## config.mk

```make
export PLATFORM = sky130hd
export DESIGN_NAME = rc4_stream_cipher
export DESIGN_NICKNAME = d
export VERILOG_FILES = /design/src/hdl/rc4_pkg.sv /design/src/hdl/rc4_stream_cipher.sv
export SDC_FILE = /design/constraint.sdc
export NUM_CORES = 2
export LEC_CHECK = 0
export ABC_AREA = 1
export BUFFER_PORTS_ARGS = -buffer_cell sky130_fd_sc_hd__buf_2
export CORE_MARGIN = 5
export CORE_UTILIZATION = 47
export CTS_BUF_LIST = sky130_fd_sc_hd__clkbuf_4 sky130_fd_sc_hd__clkbuf_8
export DETAILED_ROUTE_END_ITERATION = 8
export GPL_TIMING_DRIVEN = 0
export PLACE_DENSITY = 0.68
export SLEW_MARGIN = 20
export SYNTH_ARGS = -nofsm -noshare
export SYNTH_HDL_FRONTEND = slang
export SYNTH_SLANG_ARGS = --single-unit
```

## constraint.sdc

```tcl
create_clock -name i_clk -period 10.9 [get_ports i_clk]
set_input_delay 2.18 -clock i_clk [delete_from_list [all_inputs] [get_ports i_clk]]
set_output_delay 2.18 -clock i_clk [all_outputs]
set_load 0.02 [all_outputs]
```

## src/hdl/rc4_pkg.sv

```systemverilog
// package for the rc4 stream cipher: sizes, register indexes and sequencer states
package rc4_pkg;

    localparam int KEY_BYTES   = 16;
    localparam int KEY_IDX_W   = $clog2(KEY_BYTES);
    localparam int KEY_LEN_W   = 5;
    localparam int KEY_WORD_W  = 64;
    localparam int SBOX_DEPTH  = 256;
    localparam int SBOX_ADDR_W = $clog2(SBOX_DEPTH);
    localparam int CFG_IDX_W   = 2;

    localparam logic [CFG_IDX_W-1:0] REG_KEY_LOW    = 2'd0;
    localparam logic [CFG_IDX_W-1:0] REG_KEY_HIGH   = 2'd1;
    localparam logic [CFG_IDX_W-1:0] REG_KEY_LENGTH = 2'd2;

    localparam logic [KEY_LEN_W-1:0] KEY_LEN_RESET = KEY_LEN_W'(KEY_BYTES);
    localparam logic [KEY_LEN_W-1:0] KEY_LEN_MAX   = KEY_LEN_W'(KEY_BYTES);

    typedef logic [7:0] t_byte;

    typedef enum logic [10:0] {
        ST_IDLE   = 11'b000_0000_0001,
        ST_INIT   = 11'b000_0000_0010,
        ST_K_RD_N = 11'b000_0000_0100,
        ST_K_RD_J = 11'b000_0000_1000,
        ST_K_WR_N = 11'b000_0001_0000,
        ST_K_WR_J = 11'b000_0010_0000,
        ST_P_RD_I = 11'b000_0100_0000,
        ST_P_RD_J = 11'b000_1000_0000,
        ST_P_WR_I = 11'b001_0000_0000,
        ST_P_WR_J = 11'b010_0000_0000,
        ST_P_DONE = 11'b100_0000_0000
    } t_state;

endpackage

```

## src/hdl/rc4_stream_cipher.sv

```systemverilog
// rc4 stream cipher top level: s-box memory, key schedule and keystream sequencer
//
// One data byte per transaction is combined with the rc4 keystream; the last mark
// rides along. The 256-byte s-box lives in a single memory with one read port
// (data registered) and one write port, so every step is a short read-modify-write
// sequence on that memory. Before the first byte of a message (after reset, or
// after a byte marked last) the block runs the key schedule: a fill pass writing
// S[n] = n and 256 swap steps (read S[n], read S[j], write S[n], write S[j]),
// during which no input is taken. A byte then runs through read S[i], read S[j],
// write S[i] while reading S[S[i]+S[j]], write S[j], an order set by the single
// memory read port and the dependence of j on S[i]. The block takes the next byte
// only once it is back in idle, after the result has entered the output register,
// so it takes no new byte before the last one is through. The result sits in an
// output register, so a stalled consumer costs nothing unless a second result is
// ready before the first is taken. The key registers and the length are sampled
// only during the key schedule; key_length 0 acts as 1, above 16 as 16.
module rc4_stream_cipher
    import rc4_pkg::*;
(
    input  logic                  i_clk,
    input  logic                  i_rst_n,
    // configuration write port
    input  logic                  i_cfg_we,
    input  logic [CFG_IDX_W-1:0]  i_cfg_index,
    input  logic [KEY_WORD_W-1:0] i_cfg_data,
    // input channel
    input  logic                  i_in_valid,
    output logic                  o_in_stall,
    input  logic [7:0]            i_data_in,
    input  logic                  i_last_in,
    // output channel
    output logic                  o_out_valid,
    input  logic                  i_out_stall,
    output logic [7:0]            o_data_out,
    output logic                  o_last_out
);

    // configuration registers
    logic [KEY_WORD_W-1:0] r_key_low;
    logic [KEY_WORD_W-1:0] r_key_high;
    logic [KEY_LEN_W-1:0]  r_key_length;

    // s-box memory and its ports
    t_byte                   r_sbox [SBOX_DEPTH];
    t_byte                   r_rdata;
    logic [SBOX_ADDR_W-1:0]  raddr;
    logic                    we;
    logic [SBOX_ADDR_W-1:0]  waddr;
    t_byte                   wdata;

    // sequencer state
    t_state                  r_state, n_state;
    logic                    r_keyed, n_keyed;
    logic [SBOX_ADDR_W-1:0]  r_n, n_n;
    logic [KEY_IDX_W-1:0]    r_kidx, n_kidx;
    t_byte                   r_i, n_i;
    t_byte                   r_j, n_j;
    t_byte                   r_si, n_si;      // s[n] during key schedule, s[i] otherwise
    t_byte                   r_sj, n_sj;
    t_byte                   r_t, n_t;
    t_byte                   r_data, n_data;
    logic                    r_last, n_last;

    // output register
    logic                    r_out_valid, n_out_valid;
    t_byte                   r_out_data, n_out_data;
    logic                    r_out_last, n_out_last;

    logic                    in_accept;
    logic                    out_free;
    logic [KEY_LEN_W-1:0]    used_len;
    logic [2*KEY_WORD_W-1:0] key_all;
    t_byte                   key_byte;
    t_byte                   ks;
    logic                    n_last_step;

    assign in_accept = i_in_valid && !o_in_stall;
    assign out_free  = !r_out_valid || !i_out_stall;

    // clamp the key length into 1..KEY_BYTES
    always_comb begin
        if (r_key_length == '0) begin
            used_len = KEY_LEN_W'(1);
        end else if (r_key_length > KEY_LEN_MAX) begin
            used_len = KEY_LEN_MAX;
        end else begin
            used_len = r_key_length;
        end
    end

    assign key_all  = {r_key_high, r_key_low};
    assign key_byte = key_all[{r_kidx, 3'b000} +: 8];

    assign n_last_step = (r_n == SBOX_ADDR_W'(SBOX_DEPTH - 1));

    // keystream byte, forwarding the two swap writes over the stale read of s[t]
    always_comb begin
        if (r_t == r_j) begin
            ks = r_si;
        end else if (r_t == r_i) begin
            ks = r_sj;
        end else begin
            ks = r_rdata;
        end
    end

    // configuration writes
    always_ff @(posedge i_clk) begin
        if (!i_rst_n) begin
            r_key_low    <= '0;
            r_key_high   <= '0;
            r_key_length <= KEY_LEN_RESET;
        end else if (i_cfg_we) begin
            case (i_cfg_index)
                REG_KEY_LOW:    r_key_low    <= i_cfg_data;
                REG_KEY_HIGH:   r_key_high   <= i_cfg_data;
                REG_KEY_LENGTH: r_key_length <= i_cfg_data[KEY_LEN_W-1:0];
                default: begin
                end
            endcase
        end
    end

    // s-box memory
    always_ff @(posedge i_clk) begin
        if (we) begin
            r_sbox[waddr] <= wdata;
        end
        r_rdata <= r_sbox[raddr];
    end

    // sequencer
    always_comb begin
        n_state     = r_state;
        n_keyed     = r_keyed;
        n_n         = r_n;
        n_kidx      = r_kidx;
        n_i         = r_i;
        n_j         = r_j;
        n_si        = r_si;
        n_sj        = r_sj;
        n_t         = r_t;
        n_data      = r_data;
        n_last      = r_last;
        n_out_valid = r_out_valid && i_out_stall;
        n_out_data  = r_out_data;
        n_out_last  = r_out_last;
        raddr       = r_i;
        we          = 1'b0;
        waddr       = r_n;
        wdata       = r_rdata;

        case (r_state)
            ST_IDLE: begin
                if (in_accept) begin
                    n_data  = i_data_in;
                    n_last  = i_last_in;
                    n_keyed = !i_last_in;
                    if (r_keyed) begin
                        n_i     = r_i + 8'd1;
                        n_state = ST_P_RD_I;
                    end else begin
                        n_n     = '0;
                        n_state = ST_INIT;
                    end
                end
            end
            ST_INIT: begin
                // identity fill
                we    = 1'b1;
                waddr = r_n;
                wdata = t_byte'(r_n);
                n_n   = r_n + SBOX_ADDR_W'(1);
                if (n_last_step) begin
                    n_j     = '0;
                    n_kidx  = '0;
                    n_state = ST_K_RD_N;
                end
            end
            ST_K_RD_N: begin
                raddr   = r_n;
                n_state = ST_K_RD_J;
            end
            ST_K_RD_J: begin
                n_si    = r_rdata;
                n_j     = r_j + r_rdata + key_byte;
                raddr   = n_j;
                n_state = ST_K_WR_N;
            end
            ST_K_WR_N: begin
                we      = 1'b1;
                waddr   = r_n;
                wdata   = r_rdata;
                n_state = ST_K_WR_J;
            end
            ST_K_WR_J: begin
                we    = 1'b1;
                waddr = r_j;
                wdata = r_si;
                n_n   = r_n + SBOX_ADDR_W'(1);
                if ({1'b0, r_kidx} + (KEY_IDX_W + 1)'(1) >= (KEY_IDX_W + 1)'(used_len)) begin
                    n_kidx = '0;
                end else begin
                    n_kidx = r_kidx + KEY_IDX_W'(1);
                end
                if (n_last_step) begin
                    // schedule done: i starts at 0 and this byte advances it
                    n_i     = 8'd1;
                    n_j     = '0;
                    n_state = ST_P_RD_I;
                end else begin
                    n_state = ST_K_RD_N;
                end
            end
            ST_P_RD_I: begin
                raddr   = r_i;
                n_state = ST_P_RD_J;
            end
            ST_P_RD_J: begin
                n_si    = r_rdata;
                n_j     = r_j + r_rdata;
                raddr   = n_j;
                n_state = ST_P_WR_I;
            end
            ST_P_WR_I: begin
                // swap first half, and read s[s[i] + s[j]] alongside
                n_sj    = r_rdata;
                we      = 1'b1;
                waddr   = r_i;
                wdata   = r_rdata;
                n_t     = r_si + r_rdata;
                raddr   = n_t;
                n_state = ST_P_WR_J;
            end
            ST_P_WR_J: begin
                we     = 1'b1;
                waddr  = r_j;
                wdata  = r_si;
                n_data = r_data ^ ks;
                if (out_free) begin
                    n_out_valid = 1'b1;
                    n_out_data  = r_data ^ ks;
                    n_out_last  = r_last;
                    n_state     = ST_IDLE;
                end else begin
                    n_state = ST_P_DONE;
                end
            end
            ST_P_DONE: begin
                // result waits for the output register to drain
                if (out_free) begin
                    n_out_valid = 1'b1;
                    n_out_data  = r_data;
                    n_out_last  = r_last;
                    n_state     = ST_IDLE;
                end
            end
            default: begin
                n_state = ST_IDLE;
            end
        endcase
    end

    always_ff @(posedge i_clk) begin
        if (!i_rst_n) begin
            r_state     <= ST_IDLE;
            r_keyed     <= 1'b0;
            r_i         <= '0;
            r_j         <= '0;
            r_n         <= '0;
            r_kidx      <= '0;
            r_out_valid <= 1'b0;
        end else begin
            r_state     <= n_state;
            r_keyed     <= n_keyed;
            r_i         <= n_i;
            r_j         <= n_j;
            r_n         <= n_n;
            r_kidx      <= n_kidx;
            r_out_valid <= n_out_valid;
        end
    end

    // payload registers
    always_ff @(posedge i_clk) begin
        r_si       <= n_si;
        r_sj       <= n_sj;
        r_t        <= n_t;
        r_data     <= n_data;
        r_last     <= n_last;
        r_out_data <= n_out_data;
        r_out_last <= n_out_last;
    end

    assign o_in_stall  = (r_state != ST_IDLE);
    assign o_out_valid = r_out_valid;
    assign o_data_out  = r_out_data;
    assign o_last_out  = r_out_last;

endmodule

```

==> metrics.md <==
| Metric | Value |
|---|---|
| Count leader, synth | `edfxtp_1` |
| Hold slack | `434 ps` |
| GRT Util Overall | `36.7%` |
| P&R area growth vs syn | `14.4%` |
| Asr flop ratio synth | `0%` |
| Synth cell count leaders | `2,090 x edfxtp_1, 2,000 x nand3_1, 1,786 x nand2_1, 1,050 x inv_1, 641 x nor2_1` |
| Final hold vios | `0` |
| Main synth FF type | `edfxtp_1` |
| Most frequent CP cell | `nand3_1` |
| DR DRC count | `0` |
| Period minus WS final | `8170 ps` |
| Clk buf depth | `4` |
| # setup viols final | `0` |
| Die area | `223,000 sq um` |
| Seq/Total Area, Yosys | `66.0%` |
| Class of the worst hold path | `flip-flop to flip-flop` |
| EDFF count, synth | `2,090` |
| RSZ-0062 raised after global routing | `no` |
| Congestion Overflow GR | `0` |
| Clk network pwr share | `29.1%` |
| Wirelength per Cell | `31.5 um` |
| Fill cells | `18,400` |
| Fin Setup TNS | `0 ps` |
| Crit path capture type | `flip-flop` |
| Post-synth top area share | `62.4%` |
| Via count | `81,700` |
| Nets | `10,400` |
| GPL Wtd Cong | `1.07` |
| # rows | `169` |
| Post-synthesis cell count | `9,527` |
| CP max FO | `11` |
| Number of global-route vias before repair | `75,500` |
| Synth unique cells | `51` |
| Largest net degree at the start of global routing | `30` |
| Crit-path max cell delay | `780 ps` |
| Peak VDD IR | `0.000161 V` |
| Sequential cell area | `66,400 sq um` |
| Arrival time at the worst endpoint | `9190 ps` |
| Startpoint types | `flip-flop` |
| Highest clock rate | `122 MHz` |
| #FFs+latches synth | `2,272` |
| Multi-input gate area | `27,700 sq um` |
| Required @ worst endpoint | `11,910 ps` |
| Setup Fix Bufs, Post-CTS | `0` |
| Share of cells above drive strength 1 | `14.9%` |
| Sequential share of power | `41.9%` |
| Core area | `213,000 sq um` |
| Switching power | `9.35 mW` |
| Worst Setup Path Type | `flip-flop to flip-flop` |
| Clk Latency, worst-skew pair | `1110 ps` |
| Vias per cell | `6.10` |
| Max-Cap Viols | `0` |
| Top Ports | `91` |
| P_int | `17.1 mW` |
| Number of H-tree levels | `5` |
| Root Buffer | `clkbuf_8` |
| Comb pwr share | `28.9%` |
| First-pass GRT wire length | `574,000 um` |
| Measured slew at the worst slew-check pin | `1250 ps` |
| CTS Buf Count | `390` |
| Pwr per Cell Area | `230 nW/um^2` |
| Slowest cell on the critical path | `buf_2` |
| WL final | `422,000 um` |
| Leak | `45.2 nW` |
| Sw Ratio | `35.4%` |
| Area leader, netlist | `edfxtp_1` |
| Synth warn | `0` |
| Initial core utilization | `47.3%` |
| Outcome | `completed` |
| Clock transition at path regs | `60 ps` |
| Post-CTS sizing | `0` |
| Fin crit share | `75.0%` |
| CTS Sinks | `2,272` |
| Slew Limit Headroom | `16.0%` |
| Chip Width | `473 um` |
| Number of routed nets with antenna violations | `0` |
| Mean Syn Cell Area | `10.6 sq um` |
| 1st-pass router iterations | `9` |
| Initial antenna violation count | `23` |
| Post-synthesis cell area | `101,000 sq um` |
| Slew Viols, Final | `0` |
| DR iter-0 viols | `14,600` |
| Crit path max-delay family | `buffers and inverters` |
| Clk_skew | `86.4 ps` |
| CTS tree | `done` |
| DP HPWL | `308,000 um` |
| Post-Syn Nets | `9,639` |
| Buffers & Inverters on Critical Path | `7` |
| Area contributors post-synth | `edfxtp_1 62%, nand3_1 10%, nand2_1 6.7%, nand3b_1 3.9%, inv_1 3.9%` |
| PortBufs | `90` |
| Die H | `473 um` |
| CTS Hold Bufs | `0` |
-- cells in the final DEF, fill, tap and decap left out, types with 24 or more instances in the layout --
cell,netlist,final
edfxtp_1,2090,2090
nand3_1,2000,2000
nand2_1,1786,1786
inv_1,1050,1050
nand3b_1,529,529
buf_2,381,476
nor2_1,641,475
clkbuf_8,0,401
buf_4,25,227
o21ai_0,221,221
dfxtp_1,182,182
nor2_2,6,162
clkbuf_1,164,154
o211ai_1,115,115
clkbuf_4,0,109
clkinv_1,8,106
buf_1,51,45
clkinv_2,0,41
a21oi_1,42,40
xor2_1,39,39
buf_6,3,30
ha_1,29,29
buf_8,0,24
-- registers in the layout, summed over array words and instances, names as in the netlist --
name	count
r_sbox	2048
r_key_high	64
r_key_low	64
r_state	11
o_data_out	8
r_data	8
r_i	8
r_j	8
r_n	8
r_rdata	8
r_si	8
r_sj	8
r_t	8
r_key_length	5
r_kidx	4
o_last_out	1
o_out_valid	1
r_keyed	1
r_last	1
-- path summary, 6_finish.rpt --
check,from,to,slack [ps],cells after the start
setup / recovery,r_kidx[0]$_SDFFE_PN0P_,r_rdata[4]$_DFF_P_,2730,26
hold / removal,r_last$_DFFE_PP_,o_last_out$_DFFE_PP_,430,0
setup reg to reg,r_kidx[0]$_SDFFE_PN0P_,r_rdata[4]$_DFF_P_,2730,26
hold reg to reg,r_last$_DFFE_PP_,o_last_out$_DFFE_PP_,430,0
-- through the flow --
step           std cells  util (%)  cell area [sq um]  setup slack [ps]  power [mW]
2_1_floorplan       9527         -             101000               818        15.4
3_3_place_gp       12400      49.2             105000            -11280        18.8
3_5_place_dp       12700      50.6             108000              3030        18.5
4_1_cts            13400      54.1             115000              3010        26.0
5_1_grt            13400      54.1             115000              2820        27.0
6_report           13400      54.1             115000              2730        26.4
-- power groups by stage --
stage               registers [mW]  clock network (mW)  logic, mW
global placement              12.8                   0       6.02
global route                  11.1                8.09       7.84
floorplan                     12.0                   0       3.41
CTS                           11.1                7.66       7.26
finish                        11.1                7.70       7.64
detailed placement            11.3                   0       7.23
-- cell families (layout without fill, tap and decap cells) --
family / after synthesis / count (layout) / synth area share, %
adder cells (fa/ha/maj): 32 / 32 / 0.421
multiplexers: 4 / 4 / 0.0398
other: 0 / 13 / 0
XOR/XNOR: 48 / 48 / 0.418
buffers and inverters: 1700 / 2730 / 6.94
AO/OA/AOI/OAI: 455 / 455 / 2.74
flip-flops: 2272 / 2272 / 66.0
AND/OR/NAND/NOR: 5016 / 5016 / 23.4
-- area by class of cell --
type                    instances  share of cell area, %
clock buffers                 510                   5.51
plain buffers                 624                   2.57
well taps                    2821                   3.07
multi-input cells            5555                   24.1
diodes                         13                 0.0283
repair buffers                358                   2.61
flip-flops and latches       2272                   57.7
clock inverters               162                  0.910
inverters                    1076                   3.51
-- layer usage --
layer  GRT usage, %  wire (um)
met1           46.3     148000
met2           53.5     177000
met3           12.4      60900
met4           25.0      35500
met5         0.0853        131
-- worst reg2reg max path: stages (launching register included) --
cell and delay [ps]:
dfxtp_1 470, clkbuf_1 530, clkbuf_1 550, clkbuf_1 610, nor2_1 180, o22ai_1 250, o211ai_1 110, nand2_1 170
ha_1 190, inv_1 60, fa_1 520, nand3b_1 180, nand2_1 80, nor2_1 40, nand2_1 60, nand2_2 380
inv_2 490, buf_2 790, buf_2 470, nand3_1 130, nand3_1 90, nand3_1 330, nand3_1 410, nand3_1 120
nand3_1 180, nand3_1 320, nand2_1 320
No activity file was read; power rests on OpenSTA's default activity.
